**src/rtl/core/bse_pkg.sv**
```systemverilog
`timescale 1ns / 1ps
// ----------------------------------------------------------------------------
// Burning Ship escape-time core: shared definitions
// Field widths, register indexes, beat payload types and the command and
// status bundles that pass between the controller and the datapath.
// ----------------------------------------------------------------------------
package bse_pkg;

	localparam int COORD_BITS_DEF = 36;
	localparam int FRAC_BITS_DEF  = 28;

	localparam int IDX_W     = 12;
	localparam int ITER_W    = 16;
	localparam int RAD_W     = 3;
	localparam int PIX_W     = 8;
	localparam int CFG_IDX_W = 3;

	// Squares and the cross term are capped at 2^61, so they fit in 62 bits.
	localparam int SQ_CAP_LOG2 = 61;
	localparam int SQ_W        = SQ_CAP_LOG2 + 1;

	// Reset point spacing is 1/256 of a unit.
	localparam int STEP_RST_LOG2 = 8;
	localparam logic [RAD_W-1:0]  RADIUS_RST = 3'd2;
	localparam logic [ITER_W-1:0] ITERS_RST  = 16'd256;

	typedef enum logic [CFG_IDX_W-1:0] {
		REG_X_MIN     = 3'd0,
		REG_Y_MIN     = 3'd1,
		REG_STEP_X    = 3'd2,
		REG_STEP_Y    = 3'd3,
		REG_RADIUS    = 3'd4,
		REG_MAX_ITERS = 3'd5
	} cfg_reg_t;

	typedef struct packed {
		logic [IDX_W-1:0] col;
		logic [IDX_W-1:0] row;
	} req_t;

	typedef struct packed {
		logic [PIX_W-1:0]  pixel;
		logic [ITER_W-1:0] escape_count;
		logic              escaped;
	} rsp_t;

	typedef struct packed {
		logic       coord_mul;
		logic       coord_load;
		logic       mag_load;
		logic       mul_en;
		logic [1:0] mul_phase;
		logic       acc_clear;
		logic       acc_add;
		logic       scale_en;
		logic       step_en;
		logic       div_init;
		logic       div_step;
		logic       rsp_load;
	} ctl_cmd_t;

	typedef struct packed {
		logic max_zero;
		logic escape;
		logic last_iter;
	} dp_sts_t;

endpackage

```
**src/rtl/core/bse_ctrl.sv**
```systemverilog
`timescale 1ns / 1ps
// ----------------------------------------------------------------------------
// Burning Ship controller
// Sequences point setup, the rounds of the orbit, the grey-level division
// and the hand-off of each result beat to the output register.
// ----------------------------------------------------------------------------
module bse_ctrl import bse_pkg::*; (
	input  logic     clk,
	input  logic     arst_n,
	input  logic     req_valid,
	output logic     req_stall,
	output logic     rsp_valid,
	input  logic     rsp_stall,
	output ctl_cmd_t cmd,
	input  dp_sts_t  sts
);

	typedef enum logic [3:0] {
		S_IDLE,
		S_CLOAD,
		S_MAG,
		S_MUL,
		S_ACC,
		S_SCALE,
		S_STEP,
		S_DINIT,
		S_DIV,
		S_DONE
	} state_t;

	localparam logic [2:0] MUL_LAST = 3'd3;
	localparam logic [2:0] DIV_LAST = 3'(PIX_W - 1);

	state_t     state_q;
	logic [2:0] cnt_q;
	logic       rsp_valid_q;
	logic       rsp_free;

	assign rsp_free = !rsp_valid_q || !rsp_stall;

	always_ff @(posedge clk or negedge arst_n) begin
		if (!arst_n) begin
			state_q     <= S_IDLE;
			cnt_q       <= '0;
			rsp_valid_q <= 1'b0;
		end else begin
			// In the last state a freed output register is refilled below.
			if (rsp_valid_q && !rsp_stall && state_q != S_DONE) begin
				rsp_valid_q <= 1'b0;
			end
			case (state_q)
				S_IDLE: begin
					if (req_valid) begin
						state_q <= S_CLOAD;
					end
				end
				S_CLOAD: begin
					state_q <= sts.max_zero ? S_DINIT : S_MAG;
				end
				S_MAG: begin
					cnt_q   <= '0;
					state_q <= S_MUL;
				end
				S_MUL: begin
					cnt_q <= cnt_q + 3'd1;
					if (cnt_q == MUL_LAST) begin
						state_q <= S_ACC;
					end
				end
				S_ACC: begin
					state_q <= S_SCALE;
				end
				S_SCALE: begin
					state_q <= S_STEP;
				end
				S_STEP: begin
					state_q <= (sts.escape || sts.last_iter) ? S_DINIT : S_MAG;
				end
				S_DINIT: begin
					cnt_q   <= '0;
					state_q <= S_DIV;
				end
				S_DIV: begin
					cnt_q <= cnt_q + 3'd1;
					if (cnt_q == DIV_LAST) begin
						state_q <= S_DONE;
					end
				end
				S_DONE: begin
					if (rsp_free) begin
						rsp_valid_q <= 1'b1;
						state_q     <= S_IDLE;
					end
				end
				default: begin
					state_q <= S_IDLE;
				end
			endcase
		end
	end

	always_comb begin
		cmd = '0;
		case (state_q)
			S_IDLE:  cmd.coord_mul = req_valid;
			S_CLOAD: cmd.coord_load = 1'b1;
			S_MAG:   cmd.mag_load = 1'b1;
			S_MUL: begin
				cmd.mul_en    = 1'b1;
				cmd.mul_phase = cnt_q[1:0];
				cmd.acc_clear = cnt_q == '0;
				cmd.acc_add   = cnt_q != '0;
			end
			S_ACC:   cmd.acc_add = 1'b1;
			S_SCALE: cmd.scale_en = 1'b1;
			S_STEP:  cmd.step_en = 1'b1;
			S_DINIT: cmd.div_init = 1'b1;
			S_DIV:   cmd.div_step = 1'b1;
			S_DONE:  cmd.rsp_load = rsp_free;
			default: cmd = '0;
		endcase
	end

	assign req_stall = state_q != S_IDLE;
	assign rsp_valid = rsp_valid_q;

`ifndef SYNTHESIS
	a_rsp_after_done: assert property (@(posedge clk) disable iff (!arst_n)
		$rose(rsp_valid_q) |-> $past(state_q) == S_DONE)
		else $error("result beat raised without a finished pixel");

	a_acc_after_mul: assert property (@(posedge clk) disable iff (!arst_n)
		state_q == S_ACC |-> ($past(state_q) == S_MUL && $past(cnt_q) == MUL_LAST))
		else $error("accumulate entered before all partial products");

	a_div_entry: assert property (@(posedge clk) disable iff (!arst_n)
		state_q == S_DINIT |-> ($past(state_q) == S_STEP || $past(state_q) == S_CLOAD))
		else $error("division started outside an orbit exit");

	a_setup_after_accept: assert property (@(posedge clk) disable iff (!arst_n)
		state_q == S_CLOAD |-> $past(req_valid && !req_stall))
		else $error("point setup without an accepted beat");
`endif

endmodule

```
**config.mk**
```make
export PLATFORM = sky130hd
export DESIGN_NAME = bse_ctrl
export DESIGN_NICKNAME = d
export VERILOG_FILES = /design/src/rtl/core/bse_pkg.sv /design/src/rtl/core/bse_ctrl.sv
export SDC_FILE = /design/constraint.sdc
export NUM_CORES = 1
export LEC_CHECK = 0
export BUFFER_PORTS_ARGS = -buffer_cell sky130_fd_sc_hd__buf_2
export CORE_MARGIN = 2
export CORE_UTILIZATION = 41
export CTS_CLUSTER_SIZE = 10
export DETAILED_ROUTE_END_ITERATION = 8
export GPL_ROUTABILITY_DRIVEN = 0
export PLACE_DENSITY = 0.75
export SLEW_MARGIN = 20
export SYNTH_ARGS = -nofsm -noshare
export SYNTH_HDL_FRONTEND = slang
export SYNTH_SLANG_ARGS = --single-unit
```
**constraint.sdc**
```tcl
create_clock -name clk -period 5.7 [get_ports clk]
set_clock_uncertainty 0.2 [all_clocks]
set_input_delay 1.71 -clock clk [delete_from_list [all_inputs] [get_ports clk]]
set_output_delay 1.71 -clock clk [all_outputs]
set_load 0.005 [all_outputs]
```
==> results of run 1 <==
-- flip-flops by register name (all words and copies together), names as in the netlist --
name       cells
cnt_q          3
state_q        4
rsp_valid      1
-- through the flow --
step | utilization, % | hold WS, ps | area [µm²] | setup slack (ps)
after detailed placement | 51.0 | 317 | 795 | 1720
after global routing | 52.4 | 353 | 817 | 1700
final | 52.4 | 325 | 817 | 1730
after floorplan | - | 268 | 703 | 1940
after global placement | 51.0 | 313 | 795 | 1730
after CTS | 52.4 | 326 | 817 | 1720
-- how the worst min path moves through the flow --
stage	end	slack, ps	depth (start not counted)
finish	cnt_q[0]	320	1
global route	cnt_q[0]	350	1
CTS	cnt_q[0]	330	1
detailed placement	cnt_q[0]	320	1
global placement	cnt_q[0]	310	1
floorplan	cnt_q[0]	270	1
-- worst max-delay path, delay by kind of cell --
family,cells,cell delay [ps]
buffers and inverters,2,230
and+or+nand+nor,1,130
-- cells in the final DEF (no fill, tap or decap), types with 3 or more instances in the layout --
| cell | count |
|---|---|
| sky130_fd_sc_hd__buf_2 | 21 |
| sky130_fd_sc_hd__nand2_1 | 5 |
| sky130_fd_sc_hd__inv_1 | 4 |
| sky130_fd_sc_hd__nor3_1 | 5 |
| sky130_fd_sc_hd__and3_1 | 4 |
| sky130_fd_sc_hd__clkbuf_4 | 3 |
| sky130_fd_sc_hd__ha_1 | 4 |
| sky130_fd_sc_hd__nor2_1 | 8 |
| sky130_fd_sc_hd__nand2b_1 | 5 |
| sky130_fd_sc_hd__o211ai_1 | 4 |
| sky130_fd_sc_hd__dfrtp_1 | 8 |
| sky130_fd_sc_hd__a21oi_1 | 7 |
-- layout make-up --
class	count	share of cell area, %
clock buffers	3	2.76
inverters	5	2.30
multi-input cells	66	55.1
flip-flops and latches	8	24.5
well taps	16	2.45
repair buffers	21	12.9
-- power groups by stage --
stage               Sequential [µW]  Clock [µW]  Combinational, µW
finish                          152        42.1                261
global placement                150           0                254
detailed placement              152           0                265
CTS                             151        43.7                265
floorplan                       103           0                243
global route                    162        46.3                303
-- per-layer routing --
layer  track usage (%)  up-vias
met4              2.35        0
li1                  -      349
met2              34.4       26
met5                 0        -
met3              6.35        0
met1              20.4      333
-- kinds of logic after synthesis --
logic type	share of synthesized area, %
adder cells (fa/ha/maj)	7.12
buffers and inverters	7.47
AO/OA/AOI/OAI	20.6
AND/OR/NAND/NOR	33.1
flip-flops	28.5
multiplexers	3.20
==> report_table.html, run 1 <==
<table>
<tr><th>Metric</th><th>Value</th></tr>
<tr><th colspan="2">Drt</th></tr>
<tr><td>Routed via count divided by cell count</td><td>5.95</td></tr>
<tr><td>First drt pass iteration count</td><td>4</td></tr>
<tr><td>Routed length on met2</td><td>795 µm</td></tr>
<tr><td>Total routed wirelength</td><td>1.55 mm</td></tr>
<tr><td>Routed wirelength normalized by instance count</td><td>13.0 µm</td></tr>
<tr><td>DRC errors left</td><td>0</td></tr>
<tr><td>DR vias</td><td>708</td></tr>
<tr><td>Detailed-route wire length on metal 1</td><td>647 µm</td></tr>
<tr><td>Met3 wire length</td><td>103 µm</td></tr>
<tr><td>Number of DRC violations after detailed-routing iteration 0</td><td>18</td></tr>
<tr><td>Highest routed layer</td><td>met3</td></tr>
<tr><td>ANT nets after route</td><td>0</td></tr>
<tr><th colspan="2">Critical path</th></tr>
<tr><td>WS Path Type</td><td>input port to output port</td></tr>
<tr><td>Reg-to-reg setup timing slack</td><td>3530 ps</td></tr>
<tr><td>Data arrival time of the worst path</td><td>2060 ps</td></tr>
<tr><td>Endpoint of the most critical setup path</td><td>cmd[12]</td></tr>
<tr><td>Longest individual stage delay on the worst path</td><td>130 ps</td></tr>
<tr><td>Data required time at the worst endpoint</td><td>3790 ps</td></tr>
<tr><td>Critical path cell sequence</td><td>buf_2 -&gt; and3_1 -&gt; buf_2</td></tr>
<tr><td>Slowest cell on the critical path</td><td>sky130_fd_sc_hd__and3_1</td></tr>
<tr><td>Most frequent cell on the critical path</td><td>sky130_fd_sc_hd__buf_2</td></tr>
<tr><td>Worst Path Max Fanout</td><td>2</td></tr>
<tr><td>R2R Path Start</td><td>state_q[3]</td></tr>
<tr><td>Worst flop-to-flop path endpoint</td><td>state_q[3]</td></tr>
<tr><td>CP Launch Type</td><td>input port</td></tr>
<tr><td>Worst setup startpoint</td><td>req_valid</td></tr>
<tr><td>Type of destination of the critical path</td><td>output port</td></tr>
<tr><td>Length in cells of the worst reg-to-reg path</td><td>4</td></tr>
<tr><th colspan="2">Clock tree</th></tr>
<tr><td>Clk pin slew, worst setup/hold paths</td><td>50 ps</td></tr>
<tr><td>Num CTS Buffers</td><td>3</td></tr>
<tr><td>Number of sinks handled by clock tree synthesis</td><td>8</td></tr>
<tr><td>Number of gates resized after cts</td><td>0</td></tr>
<tr><td>CTS hold repair buffers</td><td>0</td></tr>
<tr><td>Total number of H-tree levels</td><td>1</td></tr>
<tr><td>Post-CTS Setup Inserts</td><td>0</td></tr>
<tr><td>Clock tree root driver cell</td><td>sky130_fd_sc_hd__clkbuf_4</td></tr>
<tr><td>Maximum buffer depth of the clock tree</td><td>2</td></tr>
<tr><td>Clock insertion delay at the later pin of the skew report</td><td>250 ps</td></tr>
<tr><td>CTS tree</td><td>done</td></tr>
<tr><th colspan="2">Synthesis</th></tr>
<tr><td>Commonest cells in the netlist</td><td>sky130_fd_sc_hd__dfrtp_1, sky130_fd_sc_hd__nor2_1, sky130_fd_sc_hd__a21oi_1</td></tr>
<tr><td>Part of the Yosys area used for sequential elements</td><td>28.5%</td></tr>
<tr><td>Netlist area before placement</td><td>703 µm²</td></tr>
<tr><td>Post-Synthesis Net Count</td><td>96</td></tr>
<tr><td>Synth Register Bits</td><td>8</td></tr>
<tr><td>Avg Synthesized Cell Area</td><td>8.27 µm²</td></tr>
<tr><td>Most instantiated flip-flop cell in the synthesis netlist</td><td>sky130_fd_sc_hd__dfrtp_1</td></tr>
<tr><td>Fraction of registers with async set/reset</td><td>100%</td></tr>
<tr><td>Number of warning messages in the yosys log</td><td>0</td></tr>
<tr><td>Cell count after synthesis</td><td>85</td></tr>
<tr><td>Number of library cell types mapped by synthesis</td><td>34</td></tr>
<tr><td>Number of enable flip-flop cells after synthesis</td><td>0</td></tr>
<tr><td>Top area cells in the synthesized netlist</td><td>sky130_fd_sc_hd__dfrtp_1, sky130_fd_sc_hd__ha_1, sky130_fd_sc_hd__a21oi_1</td></tr>
<tr><td>Fraction of post-synthesis cell area in the top cell type by area</td><td>28.5%</td></tr>
<tr><td>Dominant cell type by area after synthesis</td><td>sky130_fd_sc_hd__dfrtp_1</td></tr>
<tr><th colspan="2">Worst hold path</th></tr>
<tr><td>Hold/Removal Path Class</td><td>flip-flop to flip-flop</td></tr>
<tr><td>Hold path startpoint</td><td>cnt_q[0]</td></tr>
<tr><th colspan="2">STA</th></tr>
<tr><td>Total count of hold-check failures in the final report</td><td>0</td></tr>
<tr><td>Relative max-transition margin</td><td>63.5%</td></tr>
<tr><td>Setup tns final</td><td>0 ps</td></tr>
<tr><td>Pins over their slew limit</td><td>0</td></tr>
<tr><td>Worst slew pin tran</td><td>547 ps</td></tr>
<tr><td>Unrepaired setup endpoints after global routing</td><td>false</td></tr>
<tr><td>Final setup fails</td><td>0</td></tr>
<tr><td>Crit path time final</td><td>3970 ps</td></tr>
<tr><td>Ratio of final minimum period to clock period</td><td>69.7%</td></tr>
<tr><td>Peak clock frequency supported by timing</td><td>0.252 GHz</td></tr>
<tr><th colspan="2">Global routing</th></tr>
<tr><td>Vias in the first global route</td><td>666</td></tr>
<tr><td>Pin count of the biggest net entering global routing</td><td>21</td></tr>
<tr><td>First-pass GRT wire length</td><td>2.78 mm</td></tr>
<tr><td>Total routing usage reported by global routing</td><td>18.5%</td></tr>
<tr><td>Antenna violations before repair</td><td>0</td></tr>
<tr><td>Overflow after GRT</td><td>0</td></tr>
<tr><th colspan="2">Finish</th></tr>
<tr><td>Count of fill cells added during filler insertion</td><td>163</td></tr>
<tr><td>Fraction of final layout cells sized beyond drive strength 1</td><td>29.1%</td></tr>
<tr><td>Post-route insts no fill</td><td>119</td></tr>
<tr><td>Number of inserted diodes</td><td>0</td></tr>
<tr><td>Sequential Area</td><td>200 µm²</td></tr>
<tr><td>Area growth from synthesis to final layout</td><td>16.2%</td></tr>
<tr><td>Multi-input gate area</td><td>450 µm²</td></tr>
<tr><td>Post-layout nets</td><td>116</td></tr>
<tr><th colspan="2">Power</th></tr>
<tr><td>Sequential group share of total power</td><td>33.3%</td></tr>
<tr><td>Final Total Pwr</td><td>455 µW</td></tr>
<tr><td>Clk network pwr share</td><td>9.3%</td></tr>
<tr><td>Net switching power</td><td>220 µW</td></tr>
<tr><td>Peak ir drop on the vdd network</td><td>243 µV</td></tr>
<tr><td>Share of total power consumed by net switching</td><td>48.3%</td></tr>
<tr><td>Proportion of power drawn by combinational gates</td><td>57.4%</td></tr>
<tr><td>Power Dens Cells</td><td>556 nW/µm²</td></tr>
<tr><td>P_int</td><td>235 µW</td></tr>
<tr><td>Leakage dissipation</td><td>0.000417 µW</td></tr>
<tr><th colspan="2">Floorplan</th></tr>
<tr><td>Core area</td><td>1560 µm²</td></tr>
<tr><td>Height of the chip</td><td>45.4 µm</td></tr>
<tr><td>Area of the die</td><td>2060 µm²</td></tr>
<tr><td>Row count</td><td>14</td></tr>
<tr><td>Effective utilization at floorplan</td><td>45.1%</td></tr>
<tr><td>Die width</td><td>45.4 µm</td></tr>
<tr><td>Number of placed I/O pins</td><td>22</td></tr>
<tr><th colspan="2">Placed design</th></tr>
<tr><td>Total placed cells including tap cells</td><td>116</td></tr>
<tr><td># port buffers</td><td>21</td></tr>
<tr><td>HPWL after detailed placement</td><td>1.17 mm</td></tr>
<tr><th colspan="2">Flow run</th></tr>
<tr><td>Max capacitance violation total</td><td>0</td></tr>
<tr><th colspan="2">Status</th></tr>
<tr><td>Run status</td><td>completed</td></tr>
</table>
Power figures use the tool's default switching activity.
==> run 2: changes to the inputs <==
--- a/config.mk
+++ b/config.mk
@@ -5,13 +5,14 @@
 export SDC_FILE = /design/constraint.sdc
 export NUM_CORES = 1
 export LEC_CHECK = 0
+export ABC_AREA = 1
 export BUFFER_PORTS_ARGS = -buffer_cell sky130_fd_sc_hd__buf_2
 export CORE_MARGIN = 2
 export CORE_UTILIZATION = 41
 export CTS_CLUSTER_SIZE = 10
 export DETAILED_ROUTE_END_ITERATION = 8
 export GPL_ROUTABILITY_DRIVEN = 0
-export PLACE_DENSITY = 0.75
+export PLACE_DENSITY = 0.76
 export SLEW_MARGIN = 20
 export SYNTH_ARGS = -nofsm -noshare
 export SYNTH_HDL_FRONTEND = slang
==> constraint.sdc (replaced) <==
create_clock -name clk -period 3.8 [get_ports clk]
set_clock_uncertainty 0.2 [all_clocks]
set_input_delay 1.14 -clock clk [delete_from_list [all_inputs] [get_ports clk]]
set_output_delay 1.14 -clock clk [all_outputs]
set_load 0.005 [all_outputs]
==> report_table.html, run 2 <==
<table>
<tr><th>Metric</th><th>Value</th></tr>
<tr><th colspan="2">Status</th></tr>
<tr><td>Run status</td><td>completed</td></tr>
<tr><th colspan="2">Floorplan</th></tr>
<tr><td>Area of the die</td><td>2010 µm²</td></tr>
<tr><td>Height of the chip</td><td>44.9 µm</td></tr>
<tr><td>Die width</td><td>44.9 µm</td></tr>
<tr><td>Effective utilization at floorplan</td><td>44.4%</td></tr>
<tr><td>Number of placed I/O pins</td><td>22</td></tr>
<tr><td>Row count</td><td>14</td></tr>
<tr><td>Core area</td><td>1540 µm²</td></tr>
<tr><th colspan="2">STA</th></tr>
<tr><td>Final setup fails</td><td>0</td></tr>
<tr><td>Worst slew pin tran</td><td>332 ps</td></tr>
<tr><td>Ratio of final minimum period to clock period</td><td>76.3%</td></tr>
<tr><td>Peak clock frequency supported by timing</td><td>0.345 GHz</td></tr>
<tr><td>Relative max-transition margin</td><td>77.8%</td></tr>
<tr><td>Pins over their slew limit</td><td>0</td></tr>
<tr><td>Setup tns final</td><td>0 ps</td></tr>
<tr><td>Unrepaired setup endpoints after global routing</td><td>false</td></tr>
<tr><td>Total count of hold-check failures in the final report</td><td>0</td></tr>
<tr><td>Crit path time final</td><td>2900 ps</td></tr>
<tr><th colspan="2">Power</th></tr>
<tr><td>Net switching power</td><td>337 µW</td></tr>
<tr><td>Leakage dissipation</td><td>0.000526 µW</td></tr>
<tr><td>Proportion of power drawn by combinational gates</td><td>62.9%</td></tr>
<tr><td>Sequential group share of total power</td><td>27.2%</td></tr>
<tr><td>P_int</td><td>309 µW</td></tr>
<tr><td>Power Dens Cells</td><td>777 nW/µm²</td></tr>
<tr><td>Peak ir drop on the vdd network</td><td>365 µV</td></tr>
<tr><td>Share of total power consumed by net switching</td><td>52.1%</td></tr>
<tr><td>Clk network pwr share</td><td>9.9%</td></tr>
<tr><th colspan="2">Synthesis</th></tr>
<tr><td>Number of warning messages in the yosys log</td><td>0</td></tr>
<tr><td>Commonest cells in the netlist</td><td>sky130_fd_sc_hd__nand2_1, sky130_fd_sc_hd__inv_1, sky130_fd_sc_hd__dfrtp_1, sky130_fd_sc_hd__nor2_1</td></tr>
<tr><td>Part of the Yosys area used for sequential elements</td><td>29.3%</td></tr>
<tr><td>Top area cells in the synthesized netlist</td><td>sky130_fd_sc_hd__dfrtp_1, sky130_fd_sc_hd__nand2_1, sky130_fd_sc_hd__inv_1</td></tr>
<tr><td>Library cell with the highest instance count after synthesis</td><td>sky130_fd_sc_hd__nand2_1</td></tr>
<tr><td>Post-Synthesis Net Count</td><td>108</td></tr>
<tr><td>Number of library cell types mapped by synthesis</td><td>20</td></tr>
<tr><td>Dominant cell type by area after synthesis</td><td>sky130_fd_sc_hd__dfrtp_1</td></tr>
<tr><td>Synth Register Bits</td><td>8</td></tr>
<tr><td>Fraction of registers with async set/reset</td><td>100%</td></tr>
<tr><td>Number of enable flip-flop cells after synthesis</td><td>0</td></tr>
<tr><td>Cell count after synthesis</td><td>97</td></tr>
<tr><td>Netlist area before placement</td><td>684 µm²</td></tr>
<tr><td>Most instantiated flip-flop cell in the synthesis netlist</td><td>sky130_fd_sc_hd__dfrtp_1</td></tr>
<tr><td>Fraction of post-synthesis cell area in the top cell type by area</td><td>29.3%</td></tr>
<tr><td>Avg Synthesized Cell Area</td><td>7.06 µm²</td></tr>
<tr><th colspan="2">Finish</th></tr>
<tr><td>Register with the most flip-flops</td><td>state_q</td></tr>
<tr><td>Sequential Area</td><td>200 µm²</td></tr>
<tr><td>Most common cell after layout, fill and taps aside</td><td>sky130_fd_sc_hd__nand2_1</td></tr>
<tr><td>Multi-input gate area</td><td>402 µm²</td></tr>
<tr><td>Post-layout nets</td><td>134</td></tr>
<tr><td>Fraction of final layout cells sized beyond drive strength 1</td><td>38.8%</td></tr>
<tr><td>Count of fill cells added during filler insertion</td><td>157</td></tr>
<tr><td>Max reg flops</td><td>4</td></tr>
<tr><td>Layout Cell Area excl Fill</td><td>832 µm²</td></tr>
<tr><td>Area growth from synthesis to final layout</td><td>21.6%</td></tr>
<tr><td>Number of inserted diodes</td><td>0</td></tr>
<tr><td>Highest-count cells in the layout ignoring fill and taps</td><td>sky130_fd_sc_hd__nand2_1, sky130_fd_sc_hd__buf_2, sky130_fd_sc_hd__inv_1</td></tr>
<tr><th colspan="2">Clock tree</th></tr>
<tr><td>CTS hold repair buffers</td><td>0</td></tr>
<tr><td>Clk pin slew, worst setup/hold paths</td><td>50 ps</td></tr>
<tr><td>Num CTS Buffers</td><td>3</td></tr>
<tr><td>Number of sinks handled by clock tree synthesis</td><td>8</td></tr>
<tr><td>Number of gates resized after cts</td><td>0</td></tr>
<tr><td>Total number of H-tree levels</td><td>1</td></tr>
<tr><td>Clock tree root driver cell</td><td>sky130_fd_sc_hd__clkbuf_4</td></tr>
<tr><td>Maximum buffer depth of the clock tree</td><td>2</td></tr>
<tr><td>Post-CTS Setup Inserts</td><td>0</td></tr>
<tr><td>CTS tree</td><td>done</td></tr>
<tr><td>Clock insertion delay at the later pin of the skew report</td><td>250 ps</td></tr>
<tr><th colspan="2">Placed design</th></tr>
<tr><td># port buffers</td><td>21</td></tr>
<tr><td>Area post-placement</td><td>810 µm²</td></tr>
<tr><td>HPWL after detailed placement</td><td>1.23 mm</td></tr>
<tr><th colspan="2">Drt</th></tr>
<tr><td>Detailed-route wire length on metal 1</td><td>611 µm</td></tr>
<tr><td>ANT nets after route</td><td>0</td></tr>
<tr><td>DRC errors left</td><td>0</td></tr>
<tr><td>Total routed wirelength</td><td>1.42 mm</td></tr>
<tr><td>DR vias</td><td>654</td></tr>
<tr><td>Highest routed layer</td><td>met3</td></tr>
<tr><td>First drt pass iteration count</td><td>4</td></tr>
<tr><td>Number of DRC violations after detailed-routing iteration 0</td><td>18</td></tr>
<tr><td>Routed wirelength normalized by instance count</td><td>10.3 µm</td></tr>
<tr><td>Met3 wire length</td><td>44 µm</td></tr>
<tr><td>Routed via count divided by cell count</td><td>4.77</td></tr>
<tr><td>Routed length on met2</td><td>761 µm</td></tr>
<tr><th colspan="2">Critical path</th></tr>
<tr><td>Slowest cell on the critical path</td><td>sky130_fd_sc_hd__dfrtp_1</td></tr>
<tr><td>Buffers plus inverters on the worst setup path</td><td>1</td></tr>
<tr><td>Length in cells of the worst reg-to-reg path</td><td>8</td></tr>
<tr><td>Top cell family by delay on the critical path</td><td>flip-flops</td></tr>
<tr><td>Type of destination of the critical path</td><td>output port</td></tr>
<tr><td>Longest individual stage delay on the worst path</td><td>490 ps</td></tr>
<tr><td>Critical path cell sequence</td><td>nor2_4 -&gt; nand2_2 -&gt; o21ai_0 -&gt; buf_2</td></tr>
<tr><td>WS Path Type</td><td>flip-flop to output port</td></tr>
<tr><td>CP Launch Type</td><td>flip-flop</td></tr>
<tr><td>Worst Path Max Fanout</td><td>7</td></tr>
<tr><td>Reg-to-reg setup timing slack</td><td>2240 ps</td></tr>
<tr><td>Data arrival time of the worst path</td><td>1560 ps</td></tr>
<tr><td>Worst flop-to-flop path endpoint</td><td>state_q[0]</td></tr>
<tr><td>R2R Path Start</td><td>cnt_q[0]</td></tr>
<tr><td>Data required time at the worst endpoint</td><td>2460 ps</td></tr>
<tr><th colspan="2">Worst hold path</th></tr>
<tr><td>Hold/Removal Path Class</td><td>flip-flop to flip-flop</td></tr>
<tr><td>Worst Hold Endpoint</td><td>rsp_valid</td></tr>
<tr><td>WHS Path Cells</td><td>2</td></tr>
<tr><td>Hold path startpoint</td><td>rsp_valid</td></tr>
<tr><th colspan="2">Global routing</th></tr>
<tr><td>First-pass GRT wire length</td><td>2.44 mm</td></tr>
<tr><td>Overflow after GRT</td><td>0</td></tr>
<tr><td>Vias in the first global route</td><td>624</td></tr>
<tr><td>Antenna violations before repair</td><td>0</td></tr>
<tr><td>Pin count of the biggest net entering global routing</td><td>9</td></tr>
<tr><td>Total routing usage reported by global routing</td><td>16.5%</td></tr>
<tr><th colspan="2">Flow run</th></tr>
<tr><td>Max capacitance violation total</td><td>0</td></tr>
</table>
## run 2: cell count changes after synthesis, sizes merged, moves of 5 or more
cell / delta
nand3: +5
inv: +17
nand2: +26
a21oi: -7
nor2: +7
nand2b: -5
## run 2: logic make-up after synthesis
group	count (synthesis)	share of synthesized area (%)
compound gates	6	5.85
fa+ha+maj	4	7.31
buf+inv	22	12.1
flops	8	29.3
simple gates	57	45.5
## run 2: how the worst max path moves through the flow
stage | start | end | slack, ps | cells past startpoint
6_report | state_q[3] | cmd[5] | 900 | 4
3_5_place_dp | rsp_stall | cmd[0] | 900 | 5
2_1_floorplan | rsp_stall | cmd[0] | 1100 | 3
4_1_cts | rsp_stall | cmd[0] | 900 | 5
3_3_place_gp | rsp_stall | cmd[0] | 920 | 5
5_1_grt | state_q[3] | cmd[5] | 830 | 4
## run 2: metrics by stage
stage                     total power (µW)  cells  utilization [%]  hold WS (ps)  setup WS [ps]
after floorplan                        470     97                -           267           1100
after global placement                 570    134             52.5           275            920
after detailed placement               586    134             52.5           294            903
after CTS                              654    137             54.0           309            899
after global routing                   716    137             54.0           340            826
final                                  646    137             54.0           299            901
## run 2: layout make-up
type / count / area share [%]
repair buffers: 21 / 12.6
clock buffers: 3 / 2.71
inverters: 22 / 9.92
flip-flops and latches: 8 / 24.1
multi-input cells: 67 / 48.3
well taps: 16 / 2.41
## run 2: power groups by stage
| stage | sequential (µW) | combinational [µW] | clock [µW] |
|---|---|---|---|
| floorplan | 166 | 305 | 0 |
| global placement | 175 | 395 | 0 |
| detailed placement | 176 | 410 | 0 |
| CTS | 175 | 412 | 67.9 |
| global route | 181 | 461 | 74.5 |
| finish | 176 | 406 | 64.1 |
## run 2: tightest hold or removal path: cells and delay by family (launching register included)
kind / cells / cell delay (ps)
flops: 1 / 340
simple gates: 2 / 130
## run 2: metal layers
layer	vias up	global-route usage (%)
met4	0	3.53
met5	-	0
li1	341	-
met3	0	6.00
met2	9	30.7
met1	304	17.7
